`src/rtl/core/ihtr_pkg.sv`:
```
// Package with the phase type and constants of the sensor measurement reader.
`timescale 1ns / 1ps

package ihtr_pkg;

  // Sequencer phases of one measurement transaction.
  typedef enum logic [3:0] {
    PH_IDLE,
    PH_ST_PROBE,
    PH_WR_PROBE,
    PH_SP_PROBE,
    PH_ST_CMD,
    PH_WR_CADDR,
    PH_WR_CMD,
    PH_ST_POLL,
    PH_WR_POLL,
    PH_RD_MSB,
    PH_RD_LSB,
    PH_RD_CHK,
    PH_SP_OK,
    PH_SP_FAIL
  } phase_t;

  // Opcodes of an input item.
  localparam logic [1:0] OP_NONE = 2'd0;
  localparam logic [1:0] OP_TEMP = 2'd1;
  localparam logic [1:0] OP_HUM  = 2'd2;

  // Configuration register indexes.
  localparam logic REG_DEV_ADDR  = 1'b0;
  localparam logic REG_MAX_POLLS = 1'b1;

  localparam int CFG_DATA_W = 16;

  localparam logic [6:0]  DEV_ADDR_RST  = 7'd64;
  localparam logic [15:0] MAX_POLLS_RST = 16'hFFFF;

  // Command bytes.
  localparam logic [7:0] CMD_TEMP = 8'hF3;
  localparam logic [7:0] CMD_HUM  = 8'hF5;

  // Fixed-point: value = raw*slope/65536 - offset; slope, offset in hundredths.
  localparam logic [14:0] TEMP_SLOPE = 15'd17572;
  localparam logic [14:0] HUM_SLOPE  = 15'd12500;
  localparam logic [12:0] TEMP_OFS   = 13'd4685;
  localparam logic [12:0] HUM_OFS    = 13'd600;

endpackage

```
`src/rtl/core/ihtr_in_if.sv`:
```
// Input channel: one bus timing slot with an optional start request.
`timescale 1ns / 1ps

interface ihtr_in_if;
  logic       valid;
  logic       ready;
  logic [1:0] opcode;
  logic       sda_in;

  modport source (output valid, output opcode, output sda_in, input ready);
  modport sink   (input valid, input opcode, input sda_in, output ready);
endinterface

```
`src/rtl/core/ihtr_out_if.sv`:
```
// Result channel: bus drive levels and status for one timing slot.
`timescale 1ns / 1ps

interface ihtr_out_if;
  logic              valid;
  logic              ready;
  logic              scl;
  logic              sda_out;
  logic              sda_oe;
  logic              busy_res;
  logic              done_res;
  logic              fail;
  logic signed [14:0] value;

  modport source (output valid, output scl, output sda_out, output sda_oe,
                  output busy_res, output done_res, output fail, output value,
                  input ready);
  modport sink   (input valid, input scl, input sda_out, input sda_oe,
                  input busy_res, input done_res, input fail, input value,
                  output ready);
endinterface

```
`src/rtl/core/i2c_humidity_temp_sensor_reader_top.sv`:
```
// Bit-level I2C master that runs one temperature or humidity measurement.
`timescale 1ns / 1ps

// Each transfer on the input channel is one bus timing slot; the block answers it with
// exactly one result carrying the SCL/SDA drive for that slot plus busy, done, fail and
// the scaled value. The sequencer next-state logic and the scaling multiplier are
// combinational between the input transfer and the output register, so one slot is
// accepted every clock unless a waiting result holds it off, and its result appears
// in the clock after. A new slot can enter in the same clock as the previous result is
// taken; while a result waits, the input is held off.
// Address writes apply at the next address byte; poll-limit writes at the next poll.
module i2c_humidity_temp_sensor_reader_top (
  input  logic                           clk,
  input  logic                           rst_n,
  ihtr_in_if.sink                        in_chan,
  ihtr_out_if.source                     out_chan,
  input  logic                           cfg_we,
  input  logic                           cfg_index,
  input  logic [ihtr_pkg::CFG_DATA_W-1:0] cfg_data
);

  // Configuration registers.
  logic [6:0]  dev_addr_r;
  logic [15:0] max_polls_r;

  // Sequencer state.
  ihtr_pkg::phase_t phase_r, phase_nxt;
  logic [1:0]  slot_r, slot_nxt;
  logic [3:0]  bit_r, bit_nxt;
  logic [7:0]  shift_r, shift_nxt;
  logic [7:0]  msb_r, msb_nxt;
  logic [7:0]  lsb_r, lsb_nxt;
  logic [15:0] poll_r, poll_nxt;
  logic        kind_r, kind_nxt;

  // Slot results.
  logic        scl_c, sdo_c, oe_c, busy_c, done_c, fail_c;
  logic [14:0] value_c;

  logic        out_valid_r;
  logic        scl_r, sdo_r, oe_r, busy_r, done_r, fail_r;
  logic [14:0] value_r;

  logic        accept;
  logic        last;
  logic        in_byte;
  logic        ack;
  logic [7:0]  wr_byte;
  logic [16:0] poll_inc;

  // Scaling datapath.
  logic [15:0]        raw;
  logic [14:0]        slope;
  logic [12:0]        ofs;
  logic [30:0]        product;
  logic signed [32:0] numer;
  logic signed [16:0] quot;

  assign in_chan.ready = !out_valid_r || out_chan.ready;
  assign accept        = in_chan.valid && in_chan.ready;

  assign last     = slot_r[1];
  assign in_byte  = !bit_r[3];
  assign wr_byte  = {dev_addr_r, 1'b0};
  assign ack      = !shift_r[0];
  assign poll_inc = {1'b0, poll_r} + 17'd1;

  // Truncation toward zero: the offset term has zero low bits, so the fraction is
  // the low half of the product.
  assign raw     = {msb_r, lsb_r[7:2], 2'b00};
  assign slope   = kind_r ? ihtr_pkg::HUM_SLOPE : ihtr_pkg::TEMP_SLOPE;
  assign ofs     = kind_r ? ihtr_pkg::HUM_OFS : ihtr_pkg::TEMP_OFS;
  assign product = raw * slope;
  assign numer   = $signed({2'b00, product}) - $signed({4'b0000, ofs, 16'h0000});
  assign quot    = numer[32:16] + ((numer[32] && (product[15:0] != 16'h0000)) ? 17'sd1
                                                                           : 17'sd0);

  // Next-state logic.
  always_comb begin
    phase_nxt = phase_r;
    slot_nxt  = slot_r;
    bit_nxt   = bit_r;
    shift_nxt = shift_r;
    msb_nxt   = msb_r;
    lsb_nxt   = lsb_r;
    poll_nxt  = poll_r;
    kind_nxt  = kind_r;

    case (phase_r)
      ihtr_pkg::PH_ST_PROBE, ihtr_pkg::PH_ST_CMD, ihtr_pkg::PH_ST_POLL: begin
        if (!last) begin
          slot_nxt = slot_r + 2'd1;
        end else begin
          slot_nxt = 2'd0;
          bit_nxt  = 4'd0;
          if (phase_r == ihtr_pkg::PH_ST_PROBE) begin
            phase_nxt = ihtr_pkg::PH_WR_PROBE;
            shift_nxt = wr_byte;
          end else if (phase_r == ihtr_pkg::PH_ST_CMD) begin
            phase_nxt = ihtr_pkg::PH_WR_CADDR;
            shift_nxt = wr_byte;
          end else begin
            phase_nxt = ihtr_pkg::PH_WR_POLL;
            shift_nxt = wr_byte | 8'h01;
          end
        end
      end

      ihtr_pkg::PH_WR_PROBE, ihtr_pkg::PH_WR_CADDR, ihtr_pkg::PH_WR_CMD,
      ihtr_pkg::PH_WR_POLL: begin
        if (!in_byte && slot_r == 2'd1) begin
          shift_nxt = {7'd0, in_chan.sda_in};
        end
        if (!last) begin
          slot_nxt = slot_r + 2'd1;
        end else if (in_byte) begin
          slot_nxt  = 2'd0;
          shift_nxt = {shift_r[6:0], 1'b0};
          bit_nxt   = bit_r + 4'd1;
        end else begin
          slot_nxt  = 2'd0;
          bit_nxt   = 4'd0;
          shift_nxt = 8'd0;
          case (phase_r)
            ihtr_pkg::PH_WR_PROBE: begin
              phase_nxt = ack ? ihtr_pkg::PH_SP_PROBE : ihtr_pkg::PH_SP_FAIL;
            end
            ihtr_pkg::PH_WR_CADDR: begin
              if (ack) begin
                phase_nxt = ihtr_pkg::PH_WR_CMD;
                shift_nxt = kind_r ? ihtr_pkg::CMD_HUM : ihtr_pkg::CMD_TEMP;
              end else begin
                phase_nxt = ihtr_pkg::PH_SP_FAIL;
              end
            end
            ihtr_pkg::PH_WR_CMD: begin
              phase_nxt = ack ? ihtr_pkg::PH_ST_POLL : ihtr_pkg::PH_SP_FAIL;
            end
            default: begin
              if (ack) begin
                phase_nxt = ihtr_pkg::PH_RD_MSB;
              end else begin
                // A NACKed poll counts toward the limit; a limit of zero acts as one.
                poll_nxt  = poll_inc[15:0];
                phase_nxt = (poll_inc >= {1'b0, max_polls_r}) ? ihtr_pkg::PH_SP_FAIL
                                                              : ihtr_pkg::PH_ST_POLL;
              end
            end
          endcase
        end
      end

      ihtr_pkg::PH_RD_MSB, ihtr_pkg::PH_RD_LSB, ihtr_pkg::PH_RD_CHK: begin
        if (in_byte && slot_r == 2'd1) begin
          shift_nxt = {shift_r[6:0], in_chan.sda_in};
        end
        if (!last) begin
          slot_nxt = slot_r + 2'd1;
        end else if (in_byte) begin
          slot_nxt = 2'd0;
          bit_nxt  = bit_r + 4'd1;
        end else begin
          slot_nxt  = 2'd0;
          bit_nxt   = 4'd0;
          shift_nxt = 8'd0;
          if (phase_r == ihtr_pkg::PH_RD_MSB) begin
            msb_nxt   = shift_r;
            phase_nxt = (shift_r == 8'd0) ? ihtr_pkg::PH_SP_FAIL : ihtr_pkg::PH_RD_LSB;
          end else if (phase_r == ihtr_pkg::PH_RD_LSB) begin
            lsb_nxt   = shift_r;
            phase_nxt = ihtr_pkg::PH_RD_CHK;
          end else begin
            phase_nxt = ihtr_pkg::PH_SP_OK;
          end
        end
      end

      ihtr_pkg::PH_SP_PROBE, ihtr_pkg::PH_SP_OK, ihtr_pkg::PH_SP_FAIL: begin
        if (!last) begin
          slot_nxt = slot_r + 2'd1;
        end else begin
          slot_nxt  = 2'd0;
          bit_nxt   = 4'd0;
          shift_nxt = 8'd0;
          phase_nxt = (phase_r == ihtr_pkg::PH_SP_PROBE) ? ihtr_pkg::PH_ST_CMD
                                                         : ihtr_pkg::PH_IDLE;
        end
      end

      default: begin
        slot_nxt  = 2'd0;
        bit_nxt   = 4'd0;
        shift_nxt = 8'd0;
        if (in_chan.opcode == ihtr_pkg::OP_TEMP || in_chan.opcode == ihtr_pkg::OP_HUM) begin
          kind_nxt  = (in_chan.opcode == ihtr_pkg::OP_HUM);
          poll_nxt  = 16'd0;
          phase_nxt = ihtr_pkg::PH_ST_PROBE;
        end else begin
          phase_nxt = ihtr_pkg::PH_IDLE;
        end
      end
    endcase
  end

  // Bus drive and status for the current slot.
  always_comb begin
    scl_c   = 1'b1;
    sdo_c   = 1'b1;
    oe_c    = 1'b1;
    busy_c  = 1'b1;
    done_c  = 1'b0;
    fail_c  = 1'b0;
    value_c = 15'd0;

    case (phase_r)
      ihtr_pkg::PH_ST_PROBE, ihtr_pkg::PH_ST_CMD, ihtr_pkg::PH_ST_POLL: begin
        scl_c = !last;
        sdo_c = (slot_r == 2'd0);
      end

      ihtr_pkg::PH_WR_PROBE, ihtr_pkg::PH_WR_CADDR, ihtr_pkg::PH_WR_CMD,
      ihtr_pkg::PH_WR_POLL: begin
        scl_c = (slot_r == 2'd1);
        if (in_byte) begin
          sdo_c = shift_r[7];
        end else begin
          oe_c  = 1'b0;
          sdo_c = 1'b0;
        end
      end

      ihtr_pkg::PH_RD_MSB, ihtr_pkg::PH_RD_LSB, ihtr_pkg::PH_RD_CHK: begin
        scl_c = (slot_r == 2'd1);
        sdo_c = 1'b0;
        if (in_byte) begin
          oe_c = 1'b0;
        end else begin
          // The checksum and a zero MSB are answered with NACK.
          oe_c = (phase_r != ihtr_pkg::PH_RD_CHK) &&
                 !(phase_r == ihtr_pkg::PH_RD_MSB && shift_r == 8'd0);
        end
      end

      ihtr_pkg::PH_SP_PROBE, ihtr_pkg::PH_SP_OK, ihtr_pkg::PH_SP_FAIL: begin
        scl_c = (slot_r != 2'd0);
        sdo_c = last;
        if (last && phase_r != ihtr_pkg::PH_SP_PROBE) begin
          done_c = 1'b1;
          if (phase_r == ihtr_pkg::PH_SP_FAIL) begin
            fail_c = 1'b1;
          end else begin
            value_c = quot[14:0];
          end
        end
      end

      default: begin
        busy_c = 1'b0;
      end
    endcase
  end

  // Configuration registers.
  always_ff @(posedge clk) begin
    if (!rst_n) begin
      dev_addr_r  <= ihtr_pkg::DEV_ADDR_RST;
      max_polls_r <= ihtr_pkg::MAX_POLLS_RST;
    end else if (cfg_we) begin
      case (cfg_index)
        ihtr_pkg::REG_DEV_ADDR:  dev_addr_r  <= cfg_data[6:0];
        ihtr_pkg::REG_MAX_POLLS: max_polls_r <= cfg_data[15:0];
        default: ;
      endcase
    end
  end

  // Sequencer state advances once per accepted slot.
  always_ff @(posedge clk) begin
    if (!rst_n) begin
      phase_r <= ihtr_pkg::PH_IDLE;
      slot_r  <= 2'd0;
      bit_r   <= 4'd0;
      shift_r <= 8'd0;
      msb_r   <= 8'd0;
      lsb_r   <= 8'd0;
      poll_r  <= 16'd0;
      kind_r  <= 1'b0;
    end else if (accept) begin
      phase_r <= phase_nxt;
      slot_r  <= slot_nxt;
      bit_r   <= bit_nxt;
      shift_r <= shift_nxt;
      msb_r   <= msb_nxt;
      lsb_r   <= lsb_nxt;
      poll_r  <= poll_nxt;
      kind_r  <= kind_nxt;
    end
  end

  // Output register.
  always_ff @(posedge clk) begin
    if (!rst_n) begin
      out_valid_r <= 1'b0;
    end else if (accept) begin
      out_valid_r <= 1'b1;
    end else if (out_chan.ready) begin
      out_valid_r <= 1'b0;
    end
  end

  always_ff @(posedge clk) begin
    if (accept) begin
      scl_r   <= scl_c;
      sdo_r   <= sdo_c;
      oe_r    <= oe_c;
      busy_r  <= busy_c;
      done_r  <= done_c;
      fail_r  <= fail_c;
      value_r <= value_c;
    end
  end

  assign out_chan.valid    = out_valid_r;
  assign out_chan.scl      = scl_r;
  assign out_chan.sda_out  = sdo_r;
  assign out_chan.sda_oe   = oe_r;
  assign out_chan.busy_res = busy_r;
  assign out_chan.done_res = done_r;
  assign out_chan.fail     = fail_r;
  assign out_chan.value    = $signed(value_r);

endmodule
```
`src/flat_wrapper.sv`:
```
// flat-port wrapper written by rule: the top's interface ports become plain ports
module i2c_humidity_temp_sensor_reader_top_flat 
  (clk, rst_n, cfg_we, cfg_index, cfg_data, in_chan_valid, in_chan_opcode, in_chan_sda_in, in_chan_ready, out_chan_valid, out_chan_scl, out_chan_sda_out, out_chan_sda_oe, out_chan_busy_res, out_chan_done_res, out_chan_fail, out_chan_value, out_chan_ready);
  ihtr_in_if in_chan_i ();
  ihtr_out_if out_chan_i ();
  input  logic clk;
  input  logic rst_n;
  input  logic cfg_we;
  input  logic cfg_index;
  input  logic [ihtr_pkg::CFG_DATA_W-1:0] cfg_data;
  input wire logic [$bits(in_chan_i.valid)-1:0] in_chan_valid;
  input wire logic [$bits(in_chan_i.opcode)-1:0] in_chan_opcode;
  input wire logic [$bits(in_chan_i.sda_in)-1:0] in_chan_sda_in;
  output wire logic [$bits(in_chan_i.ready)-1:0] in_chan_ready;
  output wire logic [$bits(out_chan_i.valid)-1:0] out_chan_valid;
  output wire logic [$bits(out_chan_i.scl)-1:0] out_chan_scl;
  output wire logic [$bits(out_chan_i.sda_out)-1:0] out_chan_sda_out;
  output wire logic [$bits(out_chan_i.sda_oe)-1:0] out_chan_sda_oe;
  output wire logic [$bits(out_chan_i.busy_res)-1:0] out_chan_busy_res;
  output wire logic [$bits(out_chan_i.done_res)-1:0] out_chan_done_res;
  output wire logic [$bits(out_chan_i.fail)-1:0] out_chan_fail;
  output wire logic [$bits(out_chan_i.value)-1:0] out_chan_value;
  input wire logic [$bits(out_chan_i.ready)-1:0] out_chan_ready;
  assign in_chan_i.valid = in_chan_valid;
  assign in_chan_i.opcode = in_chan_opcode;
  assign in_chan_i.sda_in = in_chan_sda_in;
  assign in_chan_ready = in_chan_i.ready;
  assign out_chan_valid = out_chan_i.valid;
  assign out_chan_scl = out_chan_i.scl;
  assign out_chan_sda_out = out_chan_i.sda_out;
  assign out_chan_sda_oe = out_chan_i.sda_oe;
  assign out_chan_busy_res = out_chan_i.busy_res;
  assign out_chan_done_res = out_chan_i.done_res;
  assign out_chan_fail = out_chan_i.fail;
  assign out_chan_value = out_chan_i.value;
  assign out_chan_i.ready = out_chan_ready;
  i2c_humidity_temp_sensor_reader_top u_core (.clk(clk), .rst_n(rst_n), .in_chan(in_chan_i), .out_chan(out_chan_i), .cfg_we(cfg_we), .cfg_index(cfg_index), .cfg_data(cfg_data));
endmodule
```
`config.mk`:
```
export PLATFORM = sky130hd
export DESIGN_NAME = i2c_humidity_temp_sensor_reader_top_flat
export DESIGN_NICKNAME = d
export VERILOG_FILES = /design/src/rtl/core/ihtr_pkg.sv /design/src/rtl/core/ihtr_in_if.sv /design/src/rtl/core/ihtr_out_if.sv /design/src/rtl/core/i2c_humidity_temp_sensor_reader_top.sv /design/src/flat_wrapper.sv
export SDC_FILE = /design/constraint.sdc
export NUM_CORES = 1
export LEC_CHECK = 0
export BUFFER_PORTS_ARGS = -buffer_cell sky130_fd_sc_hd__buf_4
export CAP_MARGIN = 40
export CORE_ASPECT_RATIO = 0.8
export CORE_UTILIZATION = 40
export DETAILED_ROUTE_END_ITERATION = 6
export SYNTH_ARGS = -nofsm -noshare
export SYNTH_HDL_FRONTEND = slang
export SYNTH_SLANG_ARGS = --single-unit
```
`constraint.sdc`:
```
create_clock -name clk -period 10 [get_ports clk]
set_clock_uncertainty 0.1 [all_clocks]
set_input_delay 0 -clock clk [delete_from_list [all_inputs] [get_ports clk]]
set_output_delay 0 -clock clk [all_outputs]
set_load 0.005 [all_outputs]
```
==> qor.csv, run 1 <==
metric,value,unit
run status,completed,
number of warnings issued by yosys,0,
Mapped Avg Cell Area,8.59,sq um
DR DRC count,0,
number of clock sinks seen by CTS,94,
worst slack after detailed placement,0.968,ns
chip width,181,um
Final GP Congestion,0.876,
most frequently used flop master after synthesis,sky130_fd_sc_hd__dfxtp_1,
maximum achievable frequency,110,MHz
count of input and output buffers,47,
GRT overflow,0,
power density cells,87.1,nW/um^2
die area,26100,sq um
unrepaired setup endpoints after global routing,no,
worst voltage drop across the vdd grid,0.0698,mV
CTS Root Buffer Type,sky130_fd_sc_hd__clkbuf_16,
cell type of the slowest stage on the worst timing path,sky130_fd_sc_hd__fa_1,
share of the clock period used by the worst path,0.906,
count of inserted antenna diode cells,0,
layout overhead on the synthesized area,12.4,%
Hold Path Class,input port to flop,
least setup slack across all paths after layout,0.936,ns
worst slew pin tran,0.844,ns
H-tree levels,3,
clock buffers created by TritonCTS,9,
synthesized netlist cell count,1188,
Site Rows,51,
layout net count,1472,
DRT Wirelength,25000,um
sequential cell area fraction in the yosys report,0.205,
max-slew violation count,0,
Critical Path Max Stage Delay,0.54,ns
share of layout cells above drive strength 1,0.0747,
"Hold-fix buffers, CTS",29,
parity-gate share of the synthesized area counting xor and xnor cells,0.0488,
CTS clock-pin slew for the worst setup and hold paths,0.08,ns
final count of negative-setup-slack endpoints,0,
Seq cells post-synth,94,
maximum number of pins on one net before global-route repair,35,
number of iterations in the first detailed-routing pass,5,
number of violations reported at the end of detailed-routing iteration 0,712,
share of the core filled with cells,0.464,
CORE AREA,24700,sq um
buffers inserted by post-CTS timing repair,0,
post-synthesis compound-gate area fraction,0.160,
portion of netlist area occupied by mux cells,0.0285,
post-synthesis cell type count,84,
Total Neg Setup Slack,0,ns
critical path endpoint category,flop,
type of the worst setup path,flop to flop,
required time at the endpoint of the critical path,10.01,ns
"area fraction in and, or, nand and nor cells after synthesis",0.182,
synthesized cell area,10200,sq um
number of antenna violations at the first check in global routing,0,
via count,8491,
CP Max Fanout,16,
Wirelength per Cell,16.0,um
"arithmetic-cell share of the synthesized area counting full adders, half adders and majority gates",0.303,
async set-reset flop share out of synthesis,0,
GRT Overall Usage,0.201,
worst hold slack across all endpoints,0.0437,ns
clock insertion delay at the later pin of the skew report,0.37,ns
maximum count of clock buffers along a single path,2,
data arrival time of the worst path,9.08,ns
relative slew slack,0.433,
largest family of logic cells by synthesized area,adder cells,
mean number of vias per cell,5.43,
height of the chip,145,um
static leakage,5.90,nW
Final Critical Period,9.06,ns
effective utilization at floorplan,0.413,
detailed placer's ending HPWL,19800,um
I/O pin count,48,
CP startpoint kind,flop,
number of hold-slack violations in the final timing report,0,
number of global-route vias before repair,7942,
number of synthesized flops with an enable pin,21,
number of nets with antenna violations after detailed routing,0,
TritonCTS clock tree,yes,
PostCTS Resize Cnt,0,
count of max-cap constraint violations,0,
first-pass GRT wire length,42000,um
state kept, by name, summed over array words and instances (netlist names), 2 cells and up:
name and count:
u_core.bit_r 4, u_core.dev_addr_r 7, u_core.lsb_r 6, u_core.max_polls_r 16
u_core.msb_r 8, u_core.out_chan.value 15, u_core.phase_r 4, u_core.poll_r 16
u_core.shift_r 8, u_core.slot_r 2
final cells by class:
| type | instances | area, sq um |
|---|---|---|
| fill | 2405 | 13200 |
| inverter | 135 | 507 |
| clock buffer | 9 | 225 |
| tap | 318 | 398 |
| sequential | 94 | 2090 |
| multi-input combinational | 913 | 7420 |
| timing repair buffer | 87 | 751 |
| clock inverter | 7 | 75.1 |
cells in the mapped netlist (12+ instances only):
library cell / number / area (sq um)
sky130_fd_sc_hd__nor2b_1: 19 / 119
sky130_fd_sc_hd__a21o_1: 17 / 128
sky130_fd_sc_hd__o21ai_0: 30 / 150
sky130_fd_sc_hd__inv_1: 134 / 503
sky130_fd_sc_hd__edfxtp_1: 21 / 631
sky130_fd_sc_hd__mux2i_1: 29 / 290
sky130_fd_sc_hd__nand3_1: 18 / 90.1
sky130_fd_sc_hd__fa_1: 63 / 1260
sky130_fd_sc_hd__xor2_1: 21 / 184
sky130_fd_sc_hd__and3_1: 16 / 100
sky130_fd_sc_hd__nor2_1: 109 / 409
sky130_fd_sc_hd__nand2_1: 94 / 353
sky130_fd_sc_hd__dfxtp_1: 73 / 1460
sky130_fd_sc_hd__and2_1: 12 / 75.1
sky130_fd_sc_hd__ha_1: 144 / 1800
sky130_fd_sc_hd__a21oi_1: 69 / 345
sky130_fd_sc_hd__nor3_1: 18 / 90.1
sky130_fd_sc_hd__xnor2_1: 34 / 298
sky130_fd_sc_hd__o211ai_1: 19 / 143
sky130_fd_sc_hd__clkbuf_1: 49 / 184
sky130_fd_sc_hd__nand2b_1: 18 / 113
critical path, delay by kind of cell, from the launching register on:
family	cells	cell delay (ns)
flip-flops	1	0.31
XOR/XNOR	1	0.17
AO/OA/AOI/OAI	6	1.40
buffers and inverters	6	0.71
AND/OR/NAND/NOR	11	2.46
adder cells (fa/ha/maj)	10	3.66
power by group:
part | internal (mW) | switching (mW) | total [mW]
clock network | 0.178 | 0.187 | 0.365
logic | 0.0907 | 0.127 | 0.217
registers | 0.403 | 0.0133 | 0.416
total | 0.672 | 0.327 | 0.999
per-layer routing:
layer  vias to the layer above  share of wire  track usage
met1                      4027           0.54        0.305
met5                         -              0            0
met2                       214           0.41        0.304
met3                        10          0.048       0.0285
met4                         0         0.0068       0.0346
li1                       4240              -            -
cell families (layout without fill, tap and decap cells):
logic type / after synthesis / in the layout
flip-flops: 94 / 94
buffers and inverters: 192 / 238
AO/OA/AOI/OAI: 237 / 237
multiplexers: 29 / 29
XOR/XNOR: 56 / 56
other: 2 / 13
adder cells (fa/ha/maj): 210 / 210
AND/OR/NAND/NOR: 368 / 368
per-stage QoR:
stage | cell area, sq um | std cells | power, mW
global route | 11500 | 1563 | 1.05
finish | 11500 | 1563 | 0.999
CTS | 11500 | 1563 | 1.01
floorplan | 10200 | 1199 | 0.567
global placement | 10800 | 1515 | 0.625
detailed placement | 10900 | 1518 | 0.630
path summary, 6_finish.rpt:
| kind | start | to | slack, ns | cells past startpoint |
|---|---|---|---|---|
| hold reg to reg | u_core.max_polls_r[1] | u_core.max_polls_r[1] | 0.41 | 2 |
| hold / removal | cfg_index | u_core.dev_addr_r[3] | 0.04 | 4 |
| setup reg to reg | u_core.kind_r | u_core.out_chan.value[14] | 0.94 | 34 |
| setup / recovery | u_core.kind_r | u_core.out_chan.value[14] | 0.94 | 34 |
cell usage in the layout, fill, tap and decap left out, types with 7 or more instances in the layout:
master / instances
sky130_fd_sc_hd__o211ai_1: 19
sky130_fd_sc_hd__xor2_1: 21
sky130_fd_sc_hd__o21a_1: 8
sky130_fd_sc_hd__nand3b_1: 9
sky130_fd_sc_hd__fa_1: 63
sky130_fd_sc_hd__nand4_1: 9
sky130_fd_sc_hd__nor4_1: 8
sky130_fd_sc_hd__mux2i_1: 29
sky130_fd_sc_hd__nand2_1: 94
sky130_fd_sc_hd__and2_1: 12
sky130_fd_sc_hd__or3_1: 7
sky130_fd_sc_hd__edfxtp_1: 21
sky130_fd_sc_hd__and3_1: 16
sky130_fd_sc_hd__a21o_1: 17
sky130_fd_sc_hd__ha_1: 144
sky130_fd_sc_hd__o22ai_1: 7
sky130_fd_sc_hd__clkbuf_16: 9
sky130_fd_sc_hd__nand3_1: 18
sky130_fd_sc_hd__a211o_1: 7
sky130_fd_sc_hd__dlygate4sd3_1: 29
sky130_fd_sc_hd__dfxtp_1: 73
sky130_fd_sc_hd__nor2_1: 109
sky130_fd_sc_hd__nand2b_1: 18
sky130_fd_sc_hd__conb_1: 13
sky130_fd_sc_hd__nor2b_1: 19
sky130_fd_sc_hd__a21oi_1: 69
sky130_fd_sc_hd__a211oi_1: 8
sky130_fd_sc_hd__buf_4: 55
sky130_fd_sc_hd__nor3_1: 18
sky130_fd_sc_hd__inv_1: 134
sky130_fd_sc_hd__o21ai_0: 29
sky130_fd_sc_hd__xnor2_1: 34
No activity file was read; power rests on OpenSTA's default activity.
==> inputs of run 2 (changes only) <==
- CORE_ASPECT_RATIO: 0.8 -> 2
==> run 2 against run 1 <==
  * Cell count grew 1.7%
  * Non-clock buffer count grew 9
  * Count of clock-buffer cells in the layout is the same
  * Critical endpoint unchanged
==> qor.csv, run 2 (synthesis gave the netlist of run 1 again) <==
metric,value,unit
maximum count of clock buffers along a single path,2,
share of the core filled with cells,0.462,
filler instances,2531,
GRT Overall Usage,0.224,
most frequent cells in the layout,"144 x sky130_fd_sc_hd__ha_1, 134 x sky130_fd_sc_hd__inv_1, 109 x sky130_fd_sc_hd__nor2_1",
mean number of vias per cell,5.49,
layout net count,1481,
relative slew slack,0.376,
"most common cell after layout, fill and taps aside",sky130_fd_sc_hd__ha_1,
max-slew violation count,0,
DRT Wirelength,27700,um
I/O pin count,48,
cell type of the slowest stage on the worst timing path,sky130_fd_sc_hd__fa_1,
Final Critical Period,9.06,ns
number of nets with antenna violations after detailed routing,0,
required time at the endpoint of the critical path,10.01,ns
GRT overflow,0,
Critical Path Max Stage Delay,0.54,ns
number of violations reported at the end of detailed-routing iteration 0,357,
share of layout cells above drive strength 1,0.0781,
CTS Root Buffer Type,sky130_fd_sc_hd__clkbuf_16,
maximum achievable frequency,110,MHz
CP startpoint kind,flop,
count of max-cap constraint violations,0,
type of the worst setup path,flop to flop,
CORE AREA,25000,sq um
number of clock sinks seen by CTS,94,
number of antenna violations at the first check in global routing,0,
worst voltage drop across the vdd grid,0.101,mV
number of iterations in the first detailed-routing pass,5,
count of input and output buffers,47,
height of the chip,228,um
first-pass GRT wire length,45100,um
maximum number of pins on one net before global-route repair,38,
number of hold-slack violations in the final timing report,0,
chip width,115,um
run status,completed,
final count of negative-setup-slack endpoints,0,
clock buffers created by TritonCTS,9,
number of global-route vias before repair,9303,
worst hold slack across all endpoints,0.0167,ns
die area,26200,sq um
share of the clock period used by the worst path,0.906,
Post-Layout Cell Count,1590,
TritonCTS clock tree,yes,
via count,8726,
layout overhead on the synthesized area,13.3,%
CP Max Fanout,28,
unrepaired setup endpoints after global routing,no,
DR DRC count,0,
data arrival time of the worst path,9.07,ns
critical path endpoint category,flop,
effective utilization at floorplan,0.407,
buffers inserted by post-CTS timing repair,0,
crit-path most repeated cell,sky130_fd_sc_hd__ha_1,
CTS clock-pin slew for the worst setup and hold paths,0.07,ns
power density cells,85.3,nW/um^2
count of inserted antenna diode cells,0,
worst slew pin tran,0.928,ns
H-tree levels,3,
Site Rows,82,
detailed placer's ending HPWL,22800,um
Total Neg Setup Slack,0,ns
clock insertion delay at the later pin of the skew report,0.37,ns
Placed Instances,1541,
Wirelength per Cell,17.4,um
Final GP Congestion,0.938,
static leakage,5.94,nW
Hold Path Class,input port to flop,
## run 2: cell types whose count changed in the layout (fill, tap and decap cells not counted), sizes merged
cell	previous run	this run
clkdlybuf4s15	0	1
clkinv	3	2
buf	58	62
dlygate4sd3	29	33
inv	138	139
## run 2: per-stage QoR
step / power [mW] / worst slack, ns / instance area, sq um
2_1_floorplan: 0.567 / 1.32 / 10200
5_1_grt: 1.04 / 0.427 / 11600
3_3_place_gp: 0.627 / 1.11 / 10900
4_1_cts: 0.995 / 0.927 / 11600
3_5_place_dp: 0.633 / 0.943 / 10900
6_report: 0.986 / 0.942 / 11600
## run 2: final timing paths
check                       start                        end  slack, ns  cells after the start
min             in_chan_opcode[0]              u_core.kind_r       0.02                      5
max                 u_core.kind_r  u_core.out_chan.value[14]       0.94                     34
min reg2reg  u_core.dev_addr_r[3]       u_core.dev_addr_r[3]       0.40                      2
max reg2reg         u_core.kind_r  u_core.out_chan.value[14]       0.94                     34
## run 2: layer usage
metal  share of wire  up-vias  GRT usage
li1                -     4247          -
met1            0.32     4161      0.184
met2            0.57      211      0.450
met3           0.023      107     0.0268
met4           0.086        0      0.182
met5               0        -          0
## run 2: timing repair
action	in CTS	in global routing
hold endpoints to repair	28	0
hold buffers	33	0
resized for setup	0	0
## run 2: power breakdown
part	total, mW	switching (mW)	internal [mW]
sequential	0.416	0.0134	0.403
clock	0.348	0.174	0.175
combinational	0.221	0.129	0.0922
total	0.986	0.316	0.670
## run 2: cell type report
| cell class | instances | area [sq um] | share of cell area |
|---|---|---|---|
| Timing Repair Buffer | 96 | 832 | 0.0720 |
| Clock inverter | 7 | 65.1 | 0.00563 |
| Clock buffer | 9 | 225 | 0.0195 |
| Inverter | 135 | 507 | 0.0438 |
| Tap cell | 336 | 420 | 0.0364 |
| Sequential cell | 94 | 2090 | 0.181 |
| Multi-Input combinational cell | 913 | 7420 | 0.642 |
## run 2: critical path, delay by kind of cell, from the launching register on
kind | cells | cell delay [ns]
XOR/XNOR | 1 | 0.17
AND/OR/NAND/NOR | 11 | 2.48
buffers and inverters | 5 | 0.50
AO/OA/AOI/OAI | 7 | 1.61
adder cells (fa/ha/maj) | 10 | 3.60
flip-flops | 1 | 0.33
==> inputs of run 3 (changes only) <==
- ABC_AREA: default -> 1
- RECOVER_POWER: default -> 100
==> run 3 against run 2 <==
  * Largest cell class unchanged
  * Sequential cell count unchanged
  * The flow now finishes with violations (max-capacitance violations, max-slew violations)
  * Global-route usage increased by 2.6 points
  * Critical path type unchanged
  * Combinational power decreased by 8%
  * Sequential share of layout area decreased by 0.080 points
  * Power increased by 0.64%
  * Largest power group unchanged
  * Worst hold slack improved by 0.0037 ns
  * Critical path depth increased by 6
==> qor.csv, run 3 <==
metric,value,unit
run status,"finished, violations left",
violated checks,"max-capacitance violations, max-slew violations",
sequential cell area fraction in the yosys report,0.203,
synthesized cell area,10300,sq um
worst slew pin tran,1.80,ns
share of layout cells above drive strength 1,0.0695,
clock buffers created by TritonCTS,9,
type of the worst setup path,flop to flop,
crit-path most repeated cell,sky130_fd_sc_hd__nand2_1,
Hold Path Class,input port to flop,
layout net count,1766,
DRT Wirelength,31300,um
CORE AREA,25100,sq um
number of violations reported at the end of detailed-routing iteration 0,319,
static leakage,6.50,nW
post-synthesis compound-gate area fraction,0.107,
data arrival time of the worst path,8.82,ns
CTS clock-pin slew for the worst setup and hold paths,0.07,ns
parity-gate share of the synthesized area counting xor and xnor cells,0.0221,
clock insertion delay at the later pin of the skew report,0.37,ns
count of input and output buffers,47,
Site Rows,82,
share of the clock period used by the worst path,0.880,
worst voltage drop across the vdd grid,0.0947,mV
relative slew slack,-0.201,
maximum number of pins on one net before global-route repair,43,
leading cell types by count after synthesis,"347 x sky130_fd_sc_hd__nand2_1, 287 x sky130_fd_sc_hd__inv_1, 144 x sky130_fd_sc_hd__ha_1",
mean number of vias per cell,5.12,
critical path endpoint category,flop,
synthesized netlist cell count,1456,
most used standard cell by instance count after synthesis,sky130_fd_sc_hd__nand2_1,
I/O pin count,48,
portion of netlist area occupied by mux cells,0,
detailed placer's ending HPWL,26400,um
Final Critical Period,8.80,ns
unrepaired setup endpoints after global routing,no,
number of cells on the worst hold path,3,
CP Max Fanout,26,
TritonCTS clock tree,yes,
least setup slack across all paths after layout,1.20,ns
power density cells,85.5,nW/um^2
async set-reset flop share out of synthesis,0,
"sum of internal, switching and leakage power",992,uW
"most common cell after layout, fill and taps aside",sky130_fd_sc_hd__nand2_1,
CP startpoint kind,flop,
height of the chip,229,um
Seq cells post-synth,94,
DR DRC count,0,
via count,9597,
effective utilization at floorplan,0.410,
number of synthesized flops with an enable pin,21,
CTS Root Buffer Type,sky130_fd_sc_hd__clkbuf_16,
count of max-cap constraint violations,1,
Critical Path Max Stage Delay,0.92,ns
final count of negative-setup-slack endpoints,0,
"arithmetic-cell share of the synthesized area counting full adders, half adders and majority gates",0.297,
number of warnings issued by yosys,0,
share of the synthesized area in the top cell type,0.175,
chip width,115,um
number of iterations in the first detailed-routing pass,5,
H-tree levels,3,
layout overhead on the synthesized area,12.7,%
Final GP Congestion,0.977,
number of clock sinks seen by CTS,94,
maximum achievable frequency,114,MHz
GRT Overall Usage,0.251,
most frequently used flop master after synthesis,sky130_fd_sc_hd__dfxtp_1,
largest family of logic cells by synthesized area,adder cells,
PostCTS Resize Cnt,0,
required time at the endpoint of the critical path,10.01,ns
Mapped Avg Cell Area,7.08,sq um
number of hold-slack violations in the final timing report,0,
GRT overflow,0,
"Cell Area, Placed",11100,sq um
count of inserted antenna diode cells,0,
Total Neg Setup Slack,0,ns
most frequent cells in the layout,"349 x sky130_fd_sc_hd__nand2_1, 288 x sky130_fd_sc_hd__inv_1, 144 x sky130_fd_sc_hd__ha_1",
Wirelength per Cell,16.7,um
die area,26400,sq um
"area fraction in and, or, nand and nor cells after synthesis",0.250,
most area-consuming cells after synthesis,"sky130_fd_sc_hd__ha_1 17%, sky130_fd_sc_hd__dfxtp_1 14%, sky130_fd_sc_hd__nand2_1 13%, sky130_fd_sc_hd__fa_1 12%, sky130_fd_sc_hd__inv_1 10%",
library cell with the largest summed area after synthesis,sky130_fd_sc_hd__ha_1,
number of nets with antenna violations after detailed routing,0,
first-pass GRT wire length,49200,um
worst hold slack across all endpoints,0.0204,ns
worst slack after detailed placement,1.48,ns
cell type of the slowest stage on the worst timing path,sky130_fd_sc_hd__dfxtp_1,
number of global-route vias before repair,10100,
number of antenna violations at the first check in global routing,0,
Reg2Reg Depth,40,
maximum count of clock buffers along a single path,2,
max-slew violation count,43,
post-synthesis cell type count,45,
final standard cell area without fillers,11600,sq um
run 3: cell count changes after synthesis, moves of 15 or more:
cell,change
sky130_fd_sc_hd__nand3_1,+39
sky130_fd_sc_hd__nand2b_1,-18
sky130_fd_sc_hd__and3_1,-15
sky130_fd_sc_hd__xnor2_1,-24
sky130_fd_sc_hd__nand2_1,+253
sky130_fd_sc_hd__inv_1,+153
sky130_fd_sc_hd__o21ai_0,+28
sky130_fd_sc_hd__nor2b_1,-19
sky130_fd_sc_hd__a21oi_1,+15
sky130_fd_sc_hd__mux2i_1,-29
sky130_fd_sc_hd__clkbuf_1,-25
run 3: per-stage QoR:
step | instances | util
global placement | 1825 | 0.439
CTS | 1874 | 0.465
global route | 1875 | 0.462
floorplan | 1467 | -
finish | 1875 | 0.462
detailed placement | 1827 | 0.441
run 3: kinds of logic (layout without fill, tap and decap cells):
logic type,after synthesis,after routing
other cells,2,13
fa+ha+maj,207,207
buf+inv,327,399
simple gates,606,606
compound gates,194,194
flops,94,94
xor+xnor,26,26
run 3: path summary, 6_finish.rpt:
kind,slack (ns),end,startpoint
max reg2reg,1.20,u_core.out_chan.value[14],u_core.kind_r
min reg2reg,0.37,u_core.poll_r[5],u_core.poll_r[5]
min,0.02,u_core.out_chan.valid,in_chan_valid
max,1.20,u_core.out_chan.value[14],u_core.kind_r
run 3: final cells by class:
| class | count | area (sq um) |
|---|---|---|
| Fill cell | 2621 | 13500 |
| Clock inverter | 7 | 82.6 |
| Tap cell | 336 | 420 |
| Timing Repair Buffer | 82 | 668 |
| Multi-Input combinational cell | 1046 | 6990 |
| Clock buffer | 9 | 225 |
| Sequential cell | 94 | 2090 |
| Inverter | 301 | 1130 |
run 3: power breakdown:
group	internal (mW)	total (mW)	leakage, nW	switching (mW)
Combinational	0.0712	0.203	5.55	0.132
Sequential	0.404	0.418	0.801	0.0143
Clock	0.200	0.371	0.154	0.171
Total	0.675	0.992	6.50	0.317
run 3: what timing repair did:
action | in CTS | in global routing
hold buffers | 31 | 0
endpoints found under the hold margin | 27 | 0
setup buffers | 0 | 0
run 3: layer usage:
metal  wire, um  GRT usage  share of wire
met1       9430      0.193           0.30
met5          0          0              0
met2      18500      0.521           0.59
met4       2750      0.198          0.088
met3        631     0.0270          0.020
run 3: critical path: cells and delay by family, from the launching register on:
kind / cells / cell delay [ns]
AOI/OAI and AO/OA: 3 / 0.95
xor gates and xnor gates: 1 / 0.18
adders and majority gates: 10 / 3.76
buffers and inverters: 8 / 0.66
DFF: 1 / 0.92
and+or+nand+nor: 18 / 1.97
